--- src/hdl/gsig_pkg.sv ---
// Shared widths, constants, types and the corner pattern for the grid skirt index generator.
package gsig_pkg;

	localparam int IDX_W = 13;
	localparam int CFG_W = 7;
	localparam int COORD_W = 6;
	localparam int DATA_IN_W = 16;
	localparam int DATA_OUT_W = 16;
	localparam int MAX_QUADS_DEF = 64;
	localparam logic [CFG_W-1:0] CFG_RESET = 7'd64;
	localparam int QUAD_LEN = 12;
	localparam int GRID_LEN = 6;
	localparam int POS_W = 4;

	typedef logic [IDX_W-1:0] idx_t;
	typedef logic [1:0] corner_t;

	localparam corner_t CRN_A = 2'd0;
	localparam corner_t CRN_B = 2'd1;
	localparam corner_t CRN_C = 2'd2;
	localparam corner_t CRN_D = 2'd3;

	localparam logic ACT_GRID = 1'b0;
	localparam logic ACT_SKIRT = 1'b1;

	// Corner order of one double-sided quad: a b c, a c d, a c b, a d c.
	function automatic corner_t quad_corner(input logic [POS_W-1:0] pos);
		corner_t c;
		case (pos)
			4'd0: c = CRN_A;
			4'd1: c = CRN_B;
			4'd2: c = CRN_C;
			4'd3: c = CRN_A;
			4'd4: c = CRN_C;
			4'd5: c = CRN_D;
			4'd6: c = CRN_A;
			4'd7: c = CRN_C;
			4'd8: c = CRN_B;
			4'd9: c = CRN_A;
			4'd10: c = CRN_D;
			4'd11: c = CRN_C;
			default: c = CRN_A;
		endcase
		return c;
	endfunction

endpackage

--- src/hdl/grid_skirt_index_generator.sv ---
// Top level of the grid skirt index generator: input pipeline, index emitter and output register.
//
// Usage: each item on the s_ channel is one grid cell (s_tuser = 0, cell_x and cell_z in
// s_tdata) or one skirt step (s_tuser = 1, step number in cell_x). The m_ channel returns
// one vertex index per transfer in m_tdata, with m_tlast on the final index of each input
// item and m_tuser set when the cell lies outside the grid; such an item gives a single
// index of zero. A grid cell gives six indices, a skirt step 48.
// The quad count per side is written on the cfg_ channel while the block is idle; values
// above MAX_QUADS saturate. cfg_ready is always high.
// Pipeline: an accepted item passes the stage registers s1 to s4, the emitter and the output
// register in that order. Four arithmetic stages feed an emitter that drives the output
// register at one index per cycle while m_tready is high, so throughput is set by the single
// output port: six indices per grid cell, 48 per skirt step and one per bad cell.
// Reset clears all valid bits and loads the quad count with 64; no item is in flight.
// When the receiver holds m_tready low, the output register and emitter hold, the
// stages behind them fill, and s_tready falls once all of them are occupied.
module grid_skirt_index_generator #(
	parameter int MAX_QUADS = gsig_pkg::MAX_QUADS_DEF
) (
	input logic clk,
	input logic arst_n,
	input logic cfg_valid,
	output logic cfg_ready,
	input logic [gsig_pkg::CFG_W-1:0] cfg_data,
	input logic s_tvalid,
	output logic s_tready,
	input logic [gsig_pkg::DATA_IN_W-1:0] s_tdata, // cell_x [5:0], cell_z [11:6]
	input logic s_tuser, // action
	output logic m_tvalid,
	input logic m_tready,
	output logic [gsig_pkg::DATA_OUT_W-1:0] m_tdata, // vertex_index [12:0]
	output logic m_tlast,
	output logic m_tuser // bad_cell
);
	import gsig_pkg::*;

	localparam int QW = ($clog2(MAX_QUADS + 1) > CFG_W) ? $clog2(MAX_QUADS + 1) : CFG_W;
	localparam logic [QW-1:0] MAX_Q = QW'(MAX_QUADS);

	logic [CFG_W-1:0] cfg_q;
	logic [QW-1:0] q_eff;
	logic [COORD_W-1:0] in_x;
	logic [COORD_W-1:0] in_z;
	logic in_bad;

	logic v_s1, v_s2, v_s3, v_s4;
	logic s1_ready, s2_ready, s3_ready, s4_ready;

	logic act_s1, bad_s1;
	logic [COORD_W-1:0] x_s1, z_s1;
	logic [QW-1:0] q_s1;

	logic act_s2, bad_s2;
	idx_t x_s2, q_s2, v_s2_val, v2_s2, v3_s2, zv_s2, xv_s2, qv_s2, vv_s2;

	logic act_s3, bad_s3;
	idx_t a_s3 [4];
	idx_t d_s3 [4];
	idx_t boff_s3 [4];
	idx_t coff_s3 [4];

	logic act_s4, bad_s4;
	idx_t crn_s4 [16];

	idx_t crn_q [16];
	logic act_q, bad_q, busy_q;
	logic [1:0] quad_q;
	logic [POS_W-1:0] pos_q;

	logic m_tvalid_q;
	idx_t index_q;
	logic last_q, badout_q;

	logic out_load, emit, emit_ready, is_last;
	idx_t emit_index;
	idx_t v1;

	assign cfg_ready = 1'b1;

	always_ff @(posedge clk or negedge arst_n) begin
		if (!arst_n) begin
			cfg_q <= CFG_RESET;
		end else if (cfg_valid) begin
			cfg_q <= cfg_data;
		end
	end

	assign q_eff = (QW'(cfg_q) > MAX_Q) ? MAX_Q : QW'(cfg_q);
	assign in_x = s_tdata[COORD_W-1:0];
	assign in_z = s_tdata[2*COORD_W-1:COORD_W];
	assign in_bad = (QW'(in_x) >= q_eff) || ((s_tuser == ACT_GRID) && (QW'(in_z) >= q_eff));

	// Handshake chain: a stage takes new data when it is empty or its content moves on.
	assign out_load = !m_tvalid_q || m_tready;
	assign emit = busy_q && out_load;
	assign is_last = bad_q
		|| ((act_q == ACT_GRID) && (pos_q == POS_W'(GRID_LEN - 1)))
		|| ((act_q == ACT_SKIRT) && (quad_q == 2'd3) && (pos_q == POS_W'(QUAD_LEN - 1)));
	assign emit_ready = !busy_q || (emit && is_last);
	assign s4_ready = !v_s4 || emit_ready;
	assign s3_ready = !v_s3 || s4_ready;
	assign s2_ready = !v_s2 || s3_ready;
	assign s1_ready = !v_s1 || s2_ready;
	assign s_tready = s1_ready;

	always_ff @(posedge clk or negedge arst_n) begin
		if (!arst_n) begin
			v_s1 <= 1'b0;
			v_s2 <= 1'b0;
			v_s3 <= 1'b0;
			v_s4 <= 1'b0;
		end else begin
			if (s1_ready) begin
				v_s1 <= s_tvalid;
			end
			if (s2_ready) begin
				v_s2 <= v_s1;
			end
			if (s3_ready) begin
				v_s3 <= v_s2;
			end
			if (s4_ready) begin
				v_s4 <= v_s3;
			end
		end
	end

	assign v1 = IDX_W'(1);

	always_ff @(posedge clk) begin
		if (s1_ready && s_tvalid) begin
			act_s1 <= s_tuser;
			x_s1 <= in_x;
			z_s1 <= in_z;
			q_s1 <= q_eff;
			bad_s1 <= in_bad;
		end
		if (s2_ready && v_s1) begin
			act_s2 <= act_s1;
			bad_s2 <= bad_s1;
			x_s2 <= IDX_W'(x_s1);
			q_s2 <= IDX_W'(q_s1);
			v_s2_val <= IDX_W'(q_s1) + v1;
			v2_s2 <= IDX_W'(q_s1) + IDX_W'(q_s1) + IDX_W'(2);
			v3_s2 <= IDX_W'(q_s1) + IDX_W'(q_s1) + IDX_W'(q_s1) + IDX_W'(3);
			zv_s2 <= IDX_W'(z_s1) * (IDX_W'(q_s1) + v1);
			xv_s2 <= IDX_W'(x_s1) * (IDX_W'(q_s1) + v1);
			qv_s2 <= IDX_W'(q_s1) * (IDX_W'(q_s1) + v1);
			vv_s2 <= (IDX_W'(q_s1) + v1) * (IDX_W'(q_s1) + v1);
		end
		if (s3_ready && v_s2) begin
			act_s3 <= act_s2;
			bad_s3 <= bad_s2;
			if (act_s2 == ACT_GRID) begin
				a_s3[0] <= zv_s2 + x_s2;
				d_s3[0] <= zv_s2 + x_s2 + v1;
				boff_s3[0] <= v_s2_val;
				coff_s3[0] <= v_s2_val;
			end else begin
				a_s3[0] <= x_s2;
				d_s3[0] <= vv_s2 + x_s2;
				boff_s3[0] <= v1;
				coff_s3[0] <= v1;
			end
			a_s3[1] <= qv_s2 + x_s2;
			d_s3[1] <= vv_s2 + v_s2_val + x_s2;
			boff_s3[1] <= v1;
			coff_s3[1] <= v1;
			a_s3[2] <= xv_s2;
			d_s3[2] <= vv_s2 + v2_s2 + x_s2;
			boff_s3[2] <= v_s2_val;
			coff_s3[2] <= v1;
			a_s3[3] <= xv_s2 + q_s2;
			d_s3[3] <= vv_s2 + v3_s2 + x_s2;
			boff_s3[3] <= v_s2_val;
			coff_s3[3] <= v1;
		end
		if (s4_ready && v_s3) begin
			act_s4 <= act_s3;
			bad_s4 <= bad_s3;
			for (int k = 0; k < 4; k++) begin
				crn_s4[4*k + 0] <= a_s3[k];
				crn_s4[4*k + 1] <= a_s3[k] + boff_s3[k];
				crn_s4[4*k + 2] <= d_s3[k] + coff_s3[k];
				crn_s4[4*k + 3] <= d_s3[k];
			end
		end
		if (emit_ready && v_s4) begin
			act_q <= act_s4;
			bad_q <= bad_s4;
			crn_q <= crn_s4;
		end
		if (emit) begin
			index_q <= emit_index;
			last_q <= is_last;
			badout_q <= bad_q;
		end
	end

	assign emit_index = bad_q ? '0 : crn_q[{quad_q, quad_corner(pos_q)}];

	always_ff @(posedge clk or negedge arst_n) begin
		if (!arst_n) begin
			busy_q <= 1'b0;
			quad_q <= 2'd0;
			pos_q <= '0;
			m_tvalid_q <= 1'b0;
		end else begin
			if (out_load) begin
				m_tvalid_q <= busy_q;
			end
			if (emit_ready && v_s4) begin
				busy_q <= 1'b1;
				pos_q <= '0;
				quad_q <= 2'd0;
			end else if (emit) begin
				if (is_last) begin
					busy_q <= 1'b0;
				end else if (pos_q == POS_W'(QUAD_LEN - 1)) begin
					pos_q <= '0;
					quad_q <= quad_q + 2'd1;
				end else begin
					pos_q <= pos_q + POS_W'(1);
				end
			end
		end
	end

	assign m_tvalid = m_tvalid_q;
	assign m_tdata = DATA_OUT_W'(index_q);
	assign m_tlast = last_q;
	assign m_tuser = badout_q;

	a_bad_single: assert property (@(posedge clk) disable iff (!arst_n)
		m_tvalid && m_tuser |-> m_tlast && (m_tdata == '0))
		else $error("Flagged cell result is not a single zero index.");

	a_pos_range: assert property (@(posedge clk) disable iff (!arst_n)
		busy_q |-> (pos_q < POS_W'(QUAD_LEN)))
		else $error("Emitter position out of range.");

	a_hold_on_stall: assert property (@(posedge clk) disable iff (!arst_n)
		busy_q && m_tvalid && !m_tready |=> $stable(pos_q) && $stable(quad_q) && busy_q)
		else $error("Emitter advanced while the output was stalled.");

	a_ready_full: assert property (@(posedge clk) disable iff (!arst_n)
		!s_tready |-> v_s1 && v_s2 && v_s3 && v_s4 && busy_q)
		else $error("Input stalled with a free pipeline stage.");

	a_grid_last: assert property (@(posedge clk) disable iff (!arst_n)
		emit && !bad_q && (act_q == ACT_GRID) |-> (quad_q == 2'd0))
		else $error("Grid cell emitted beyond its first quad.");

endmodule

--- config.mk ---
export PLATFORM = sky130hd
export DESIGN_NAME = grid_skirt_index_generator
export DESIGN_NICKNAME = d
export VERILOG_FILES = /design/src/hdl/gsig_pkg.sv /design/src/hdl/grid_skirt_index_generator.sv
export SDC_FILE = /design/constraint.sdc
export NUM_CORES = 1
export LEC_CHECK = 0
export BUFFER_PORTS_ARGS = -buffer_cell sky130_fd_sc_hd__buf_4
export CAP_MARGIN = 20
export CELL_PAD_IN_SITES_DETAIL_PLACEMENT = 1
export CELL_PAD_IN_SITES_GLOBAL_PLACEMENT = 1
export CORE_ASPECT_RATIO = 1.25
export CORE_MARGIN = 4
export CORE_UTILIZATION = 38
export CTS_BUF_LIST = sky130_fd_sc_hd__clkbuf_8
export CTS_CLUSTER_SIZE = 10
export DETAILED_ROUTE_END_ITERATION = 10
export MAX_ROUTING_LAYER = met4
export PLACE_DENSITY = 0.65
export SLEW_MARGIN = 20
export SYNTH_ARGS = -nofsm -noshare
export SYNTH_HDL_FRONTEND = slang
export SYNTH_SLANG_ARGS = --single-unit
--- constraint.sdc ---
create_clock -name clk -period 10.4 [get_ports clk]
set_clock_uncertainty 0.2 [all_clocks]
set_input_delay 2.08 -clock clk [delete_from_list [all_inputs] [get_ports clk]]
set_output_delay 2.08 -clock clk [all_outputs]
set_load 0.01 [all_outputs]
## After elaboration in Yosys (flattened, before gate mapping)

Memory sizes are Yosys's and may differ from the RTL's.
Cells that the tools add are included.

- Memory bits (writable): 208
- Flip-flop bits (word level): 583
- Logic and storage cells: 175
- Bits in read-only memories: 32
- Memories kept: 5
- Output and inout bits: 21

Memories:

| memory | words | bits a word | read ports | clocked after memory_dff | write ports | line | text |
|---|---|---|---|---|---|---|---|
| a_s3 | 4 | 13 | 4 | 0 | 4 | grid_skirt_index_generator.sv:57 | `idx_t a_s3 [4];` |
| boff_s3 | 4 | 13 | 4 | 0 | 4 | grid_skirt_index_generator.sv:59 | `idx_t boff_s3 [4];` |
| coff_s3 | 4 | 13 | 4 | 0 | 4 | grid_skirt_index_generator.sv:60 | `idx_t coff_s3 [4];` |
| d_s3 | 4 | 13 | 4 | 0 | 4 | grid_skirt_index_generator.sv:58 | `idx_t d_s3 [4];` |
| (name not given) | 16 | 2 | 1 | 0 | 0 | gsig_pkg.sv:29 | `case (pos)` |

- Add/sub/neg operators: 26
- Mux-type cells: 27
- Multipliers: 4
- Bitwise gates (word level): 7
- Reduce and logical (&&, ||, !) cells: 32
- Order comparisons: 4
- Eq/ne operators: 4

Operators with widths:

| operator | count |
|---|---|
| $add A13 B13 Y13 | 11 |
| $add A13 B6 Y13 | 6 |
| $mux W13 | 6 |
| $bmux W13 S4 | 1 |
| $mul A6 B13 Y13 | 2 |
| $mux W4 | 4 |
| $ge A6 B7 Y1 | 2 |
| $add A13 B1 Y13 const B | 1 |
| $add A13 B2 Y13 const B | 1 |
| $add A13 B7 Y13 | 1 |
| $mul A7 B13 Y13 | 1 |
| $mul A8 B8 Y13 | 1 |
| $logic_and A1 B1 Y1 | 11 |
| $mux W1 | 11 |
| $add A9 B2 Y10 const B | 1 |
| $add A8 B7 Y9 | 1 |
| $logic_or A1 B1 Y1 | 9 |
| $add A7 B1 Y8 const B | 1 |
| $add A7 B7 Y8 | 1 |
| $mux W2 | 4 |
| $gt A7 B7 Y1 const B | 1 |
| $mux W7 | 1 |
| $logic_not A1 Y1 | 6 |
| $reduce_bool A2 Y1 | 3 |
| 12 further kinds | 17 |

## Depth between registers and ports, before layout

- Word-level depth: 12
- Gate-level depth with buffers: 20
- Gate-level depth less buffers: 19

## Least setup slack after synthesis

No wires, ideal clock.

- Path type: input -> register
- From: input port m_tready
- To: register act_s4 (enable)
- Data required time: 9.606 ns
- Arrival time: 7.128 ns
- Path buffers: 0
- Stages: 4
- Setup time: 0.594 ns
- Setup slack: 2.478 ns
- Path through: nor2b_1 o21a_1 nand2_1 and2_1

- Word-level cells in the longest chain between the ends: 6

Ends and longest elaborated chain:

| what | line | text |
|---|---|---|
| start, declared | grid_skirt_index_generator.sv:30 | `input logic m_tready,` |
| $logic_or A1 B1 Y1 | grid_skirt_index_generator.sv:94 | `assign out_load = !m_tvalid_q \|\| m_tready;` |
| $logic_and A1 B1 Y1 | grid_skirt_index_generator.sv:95 | `assign emit = busy_q && out_load;` |
| $logic_and A1 B1 Y1 | grid_skirt_index_generator.sv:99 | `assign emit_ready = !busy_q \|\| (emit && is_last);` |
| $logic_or A1 B1 Y1 | grid_skirt_index_generator.sv:99 |  |
| $logic_or A1 B1 Y1 | grid_skirt_index_generator.sv:100 | `assign s4_ready = !v_s4 \|\| emit_ready;` |
| $logic_and A1 B1 Y1 | grid_skirt_index_generator.sv:178 | `if (s4_ready && v_s3) begin` |
| end signal, assigned | grid_skirt_index_generator.sv:179 | `act_s4 <= act_s3;` |
| end, declared | grid_skirt_index_generator.sv:62 | `logic act_s4, bad_s4;` |

Every way passes these cells.
A chain may end at the register's enable or synchronous reset.

## Worst setup path in the final report

- From: register q_s1[2]
- To: register vv_s2[12] (data pin)

- Word-level cells in the longest chain between the ends: 2

Ends and longest elaborated chain:

| what | line | text |
|---|---|---|
| start, declared | grid_skirt_index_generator.sv:51 | `logic [QW-1:0] q_s1;` |
| start signal, assigned | grid_skirt_index_generator.sv:135 | `q_s1 <= q_eff;` |
| $add A7 B1 Y8 | grid_skirt_index_generator.sv:149 | `vv_s2 <= (IDX_W'(q_s1) + v1) * (IDX_W'(q_s1) + v1);` |
| $mul A8 B8 Y13 | grid_skirt_index_generator.sv:149 |  |
| end signal, assigned | grid_skirt_index_generator.sv:149 |  |
| end, declared | grid_skirt_index_generator.sv:54 | `idx_t x_s2, q_s2, v_s2_val, v2_s2, v3_s2, zv_s2, xv_s2, qv_s2, vv_s2;` |

Every way passes these cells.

==> metrics.txt <==
Final period util 61.5%; crit path from q_s1[2]; clk sinks 671; max cap viols 0; CTS H-tree lvls 3; Clock Latency Late Sink 0.73 ns; Final ANT Viol Nets 0; Distinct cells, synth 71; root buffer cell clkbuf_8; R2R setup slack 4.01 ns; Placer Congestion around 0.81; Syn Area/Cell 14.2 µm²; Synth area leaders edfxtp_1 57%, ha_1 8.2%, fa_1 7.1%, xnor2_1 3.9%, mux2i_1 3.1%; antenna violations before repair 2; post-CTS setup buffers 0; # nets final around 2900; Ports 50; status finished, final reports clean; met3 wire length 2490 µm; most numerous cell in the Yosys netlist edfxtp_1; via density per instance 4.97; Worst setup EP type register; Arrival @ worst endpoint 6.66 ns; Syn Inst Count 2442; Non-Filler Instances ~3800; Internal about 6.4 mW; #FFs+latches synth around 670; Sw Share 34.6%; largest net degree at the start of global routing approximately 150; die width 278 µm; DRT Pass-1 Iters 5; Top FF cell, synth edfxtp_1; worst rel slew slack 29.0%; fin crit period 6.39 ns; layout cells sized above 1 10.7%; fillers 9303; Hold Startpoint crn_s4[79]; GRT overflow 0; CTS tree done; met2 routed WL between 40000 and 50000 µm; post-cts repair resize count 0; vias in the first global route roughly 22000; RR Startpoint q_s1[2]; Post-synth EDFFs 652; placed insts between 3000 and 4000; Num CTS Buffers between 100 and 150; DRC viols 0; sequential share of power 42.3%; uppermost layer routed met4; Final setup viols 0; CP startpoint kind register; Die ar. 96000 µm²; Yosys warnings 0; Synth top area share 56.6%; max-slew violation count 0; Hold Vio Cnt, Final 0; 1st-iter DRT viols between 700 and 800; initial core utilization 38.4%; Detail Placement HPWL 58900 µm; RSZ-0062 raised after global routing no; ys async rst share 2.83%; die height 345 µm; fmax about 160 MHz; first-pass GRT wire length 123000 µm; clock network power share 23.2%; hold crit path type register to register; Tot Pwr 9.78 mW; DRT Wirelength 78200 µm; vias 19107; # port buffers 41; CTS Buffer Depth 3; row cnt 123; hold buffer count at CTS 0; Yosys top cell by area edfxtp_1; core area roughly 90000 µm²; largest fanout on the critical path 19; sequential share of the synthesized area 58.0%; Reg area about 20000 µm²; Pleak 14.9 nW; Worst-Margin Slew 1.07 ns; VDD IR max 0.142 mV; Clock transition at path regs 0.07 ns; Crit path required time 10.66 ns; combinational share of power 34.5%; Setup Crit Path Kind register to register; pwr/cell area 254 nW/µm²; total track usage 17.0%; drt wl/cell around 20 µm; met1 WL 31400 µm; setup TNS 0 ns; cell area after synthesis 34600 µm²; area added between synthesis and finish 11.3%; Synth top cells by count 652 x edfxtp_1, 227 x ha_1, 215 x inv_1; footprint of the multi-input gates 13500 µm²; Sw Pwr 3.38 mW
cell families (layout without fill, tap and decap cells):
kind of cell               Yosys count  count (layout)  share of synthesized area (%)
muxes                              147             147                           5.24
adders and majority gates          349             349                           15.3
DFF                                671             671                           58.0
other                                2              11                         0.0217
xor gates and xnor gates           216             216                           5.47
and+or+nand+nor                    520             520                           7.77
AOI/OAI and AO/OA                  267             267                           5.07
buffers and inverters              270             473                           3.19
final timing paths:
check | endpoint | cells after the start
worst max register to register | vv_s2[12] | 14
worst min register to register | crn_q[79] | 0
worst max-delay path | vv_s2[12] | 14
max in group asynchronous | cfg_q[6] | 1
min in group asynchronous | cfg_q[3] | 1
worst min-delay path | crn_q[79] | 0
flip-flops by register name, indices dropped and copies added, names as in the netlist, 2 cells and up:
name      flops
a_s3         52
boff_s3       8
cfg_q         7
coff_s3       8
crn_q       206
crn_s4      206
d_s3         51
index_q      13
pos_q         4
q_s1          7
q_s2          7
quad_q        2
qv_s2        12
v3_s2         8
v_s2_val      5
vv_s2        12
x_s1          6
x_s2          6
xv_s2        13
z_s1          6
zv_s2        13
layout by cell type, fill, tap and decap left out, types with 6 or more instances in the layout:
master     count
and3_1        29
nand4_1        8
o21bai_1      15
nor2_1        92
or2_2         10
a41oi_1        8
nor3_1        16
clkinv_1      28
ha_1         227
a21oi_1       83
a211oi_2       8
fa_1         122
nor2b_1      120
buf_4         56
xor2_1        60
a21o_1        32
o41ai_1        6
nand2_1      126
and2_1        28
clkbuf_8     116
nand2b_1      14
o21a_1        12
xnor2_1      156
o21ai_0       52
nand3_1       49
clkinv_2      17
mux4_2        26
mux2_2        12
edfxtp_1     652
bufinv_16      7
o211ai_1       7
a211oi_1      12
mux2i_1      108
inv_1        235
conb_1         8
dfrtp_1       18
a21boi_0       8
cell type report:
class                      instances  area share [%]
sequential                       671            52.1
multi-input combinational       1507            35.1
clock buffer                     116            4.15
tap                             1187            3.86
inverter                         219            2.15
clock inverter                    81            1.53
timing repair buffer              57            1.14
antenna                            3          0.0195
metrics by stage:
stage	worst slack [ns]	util, %	cell area (µm²)	hold WS (ns)
final	4.01	42.7	38500	0.196
after global routing	3.70	42.7	38500	0.196
after CTS	3.97	42.7	38500	0.195
after detailed placement	3.94	40.3	36300	0.205
after global placement	4.09	40.3	36300	0.201
after floorplan	2.48	-	34600	0.200
power by group through the flow:
stage | Clock, mW | Combinational (mW) | Sequential, mW
3_3_place_gp | 0 | 3.29 | 4.16
3_5_place_dp | 0 | 3.41 | 4.20
2_1_floorplan | 0 | 2.55 | 4.00
6_report | 2.27 | 3.37 | 4.14
5_1_grt | 2.48 | 3.84 | 4.19
4_1_cts | 2.35 | 3.44 | 4.14
metal layers:
layer,global-route usage (%),up-vias
met5,-,-
met1,19.5,9615
li1,-,9012
met3,2.38,174
met2,29.8,306
met4,7.55,0
worst max-delay path, stage by stage (launching register included):
cell and delay, ns:
edfxtp_1 0.68, ha_1 0.38, nand4_1 0.33, clkinv_1 0.71, and2_1 0.47, fa_1 0.53, fa_1 0.55, inv_1 0.06
fa_1 0.50, fa_1 0.54, inv_1 0.04, ha_1 0.22, o41ai_1 0.57, o21ai_0 0.21, xnor2_1 0.15
No activity file was read; power rests on OpenSTA's default activity.
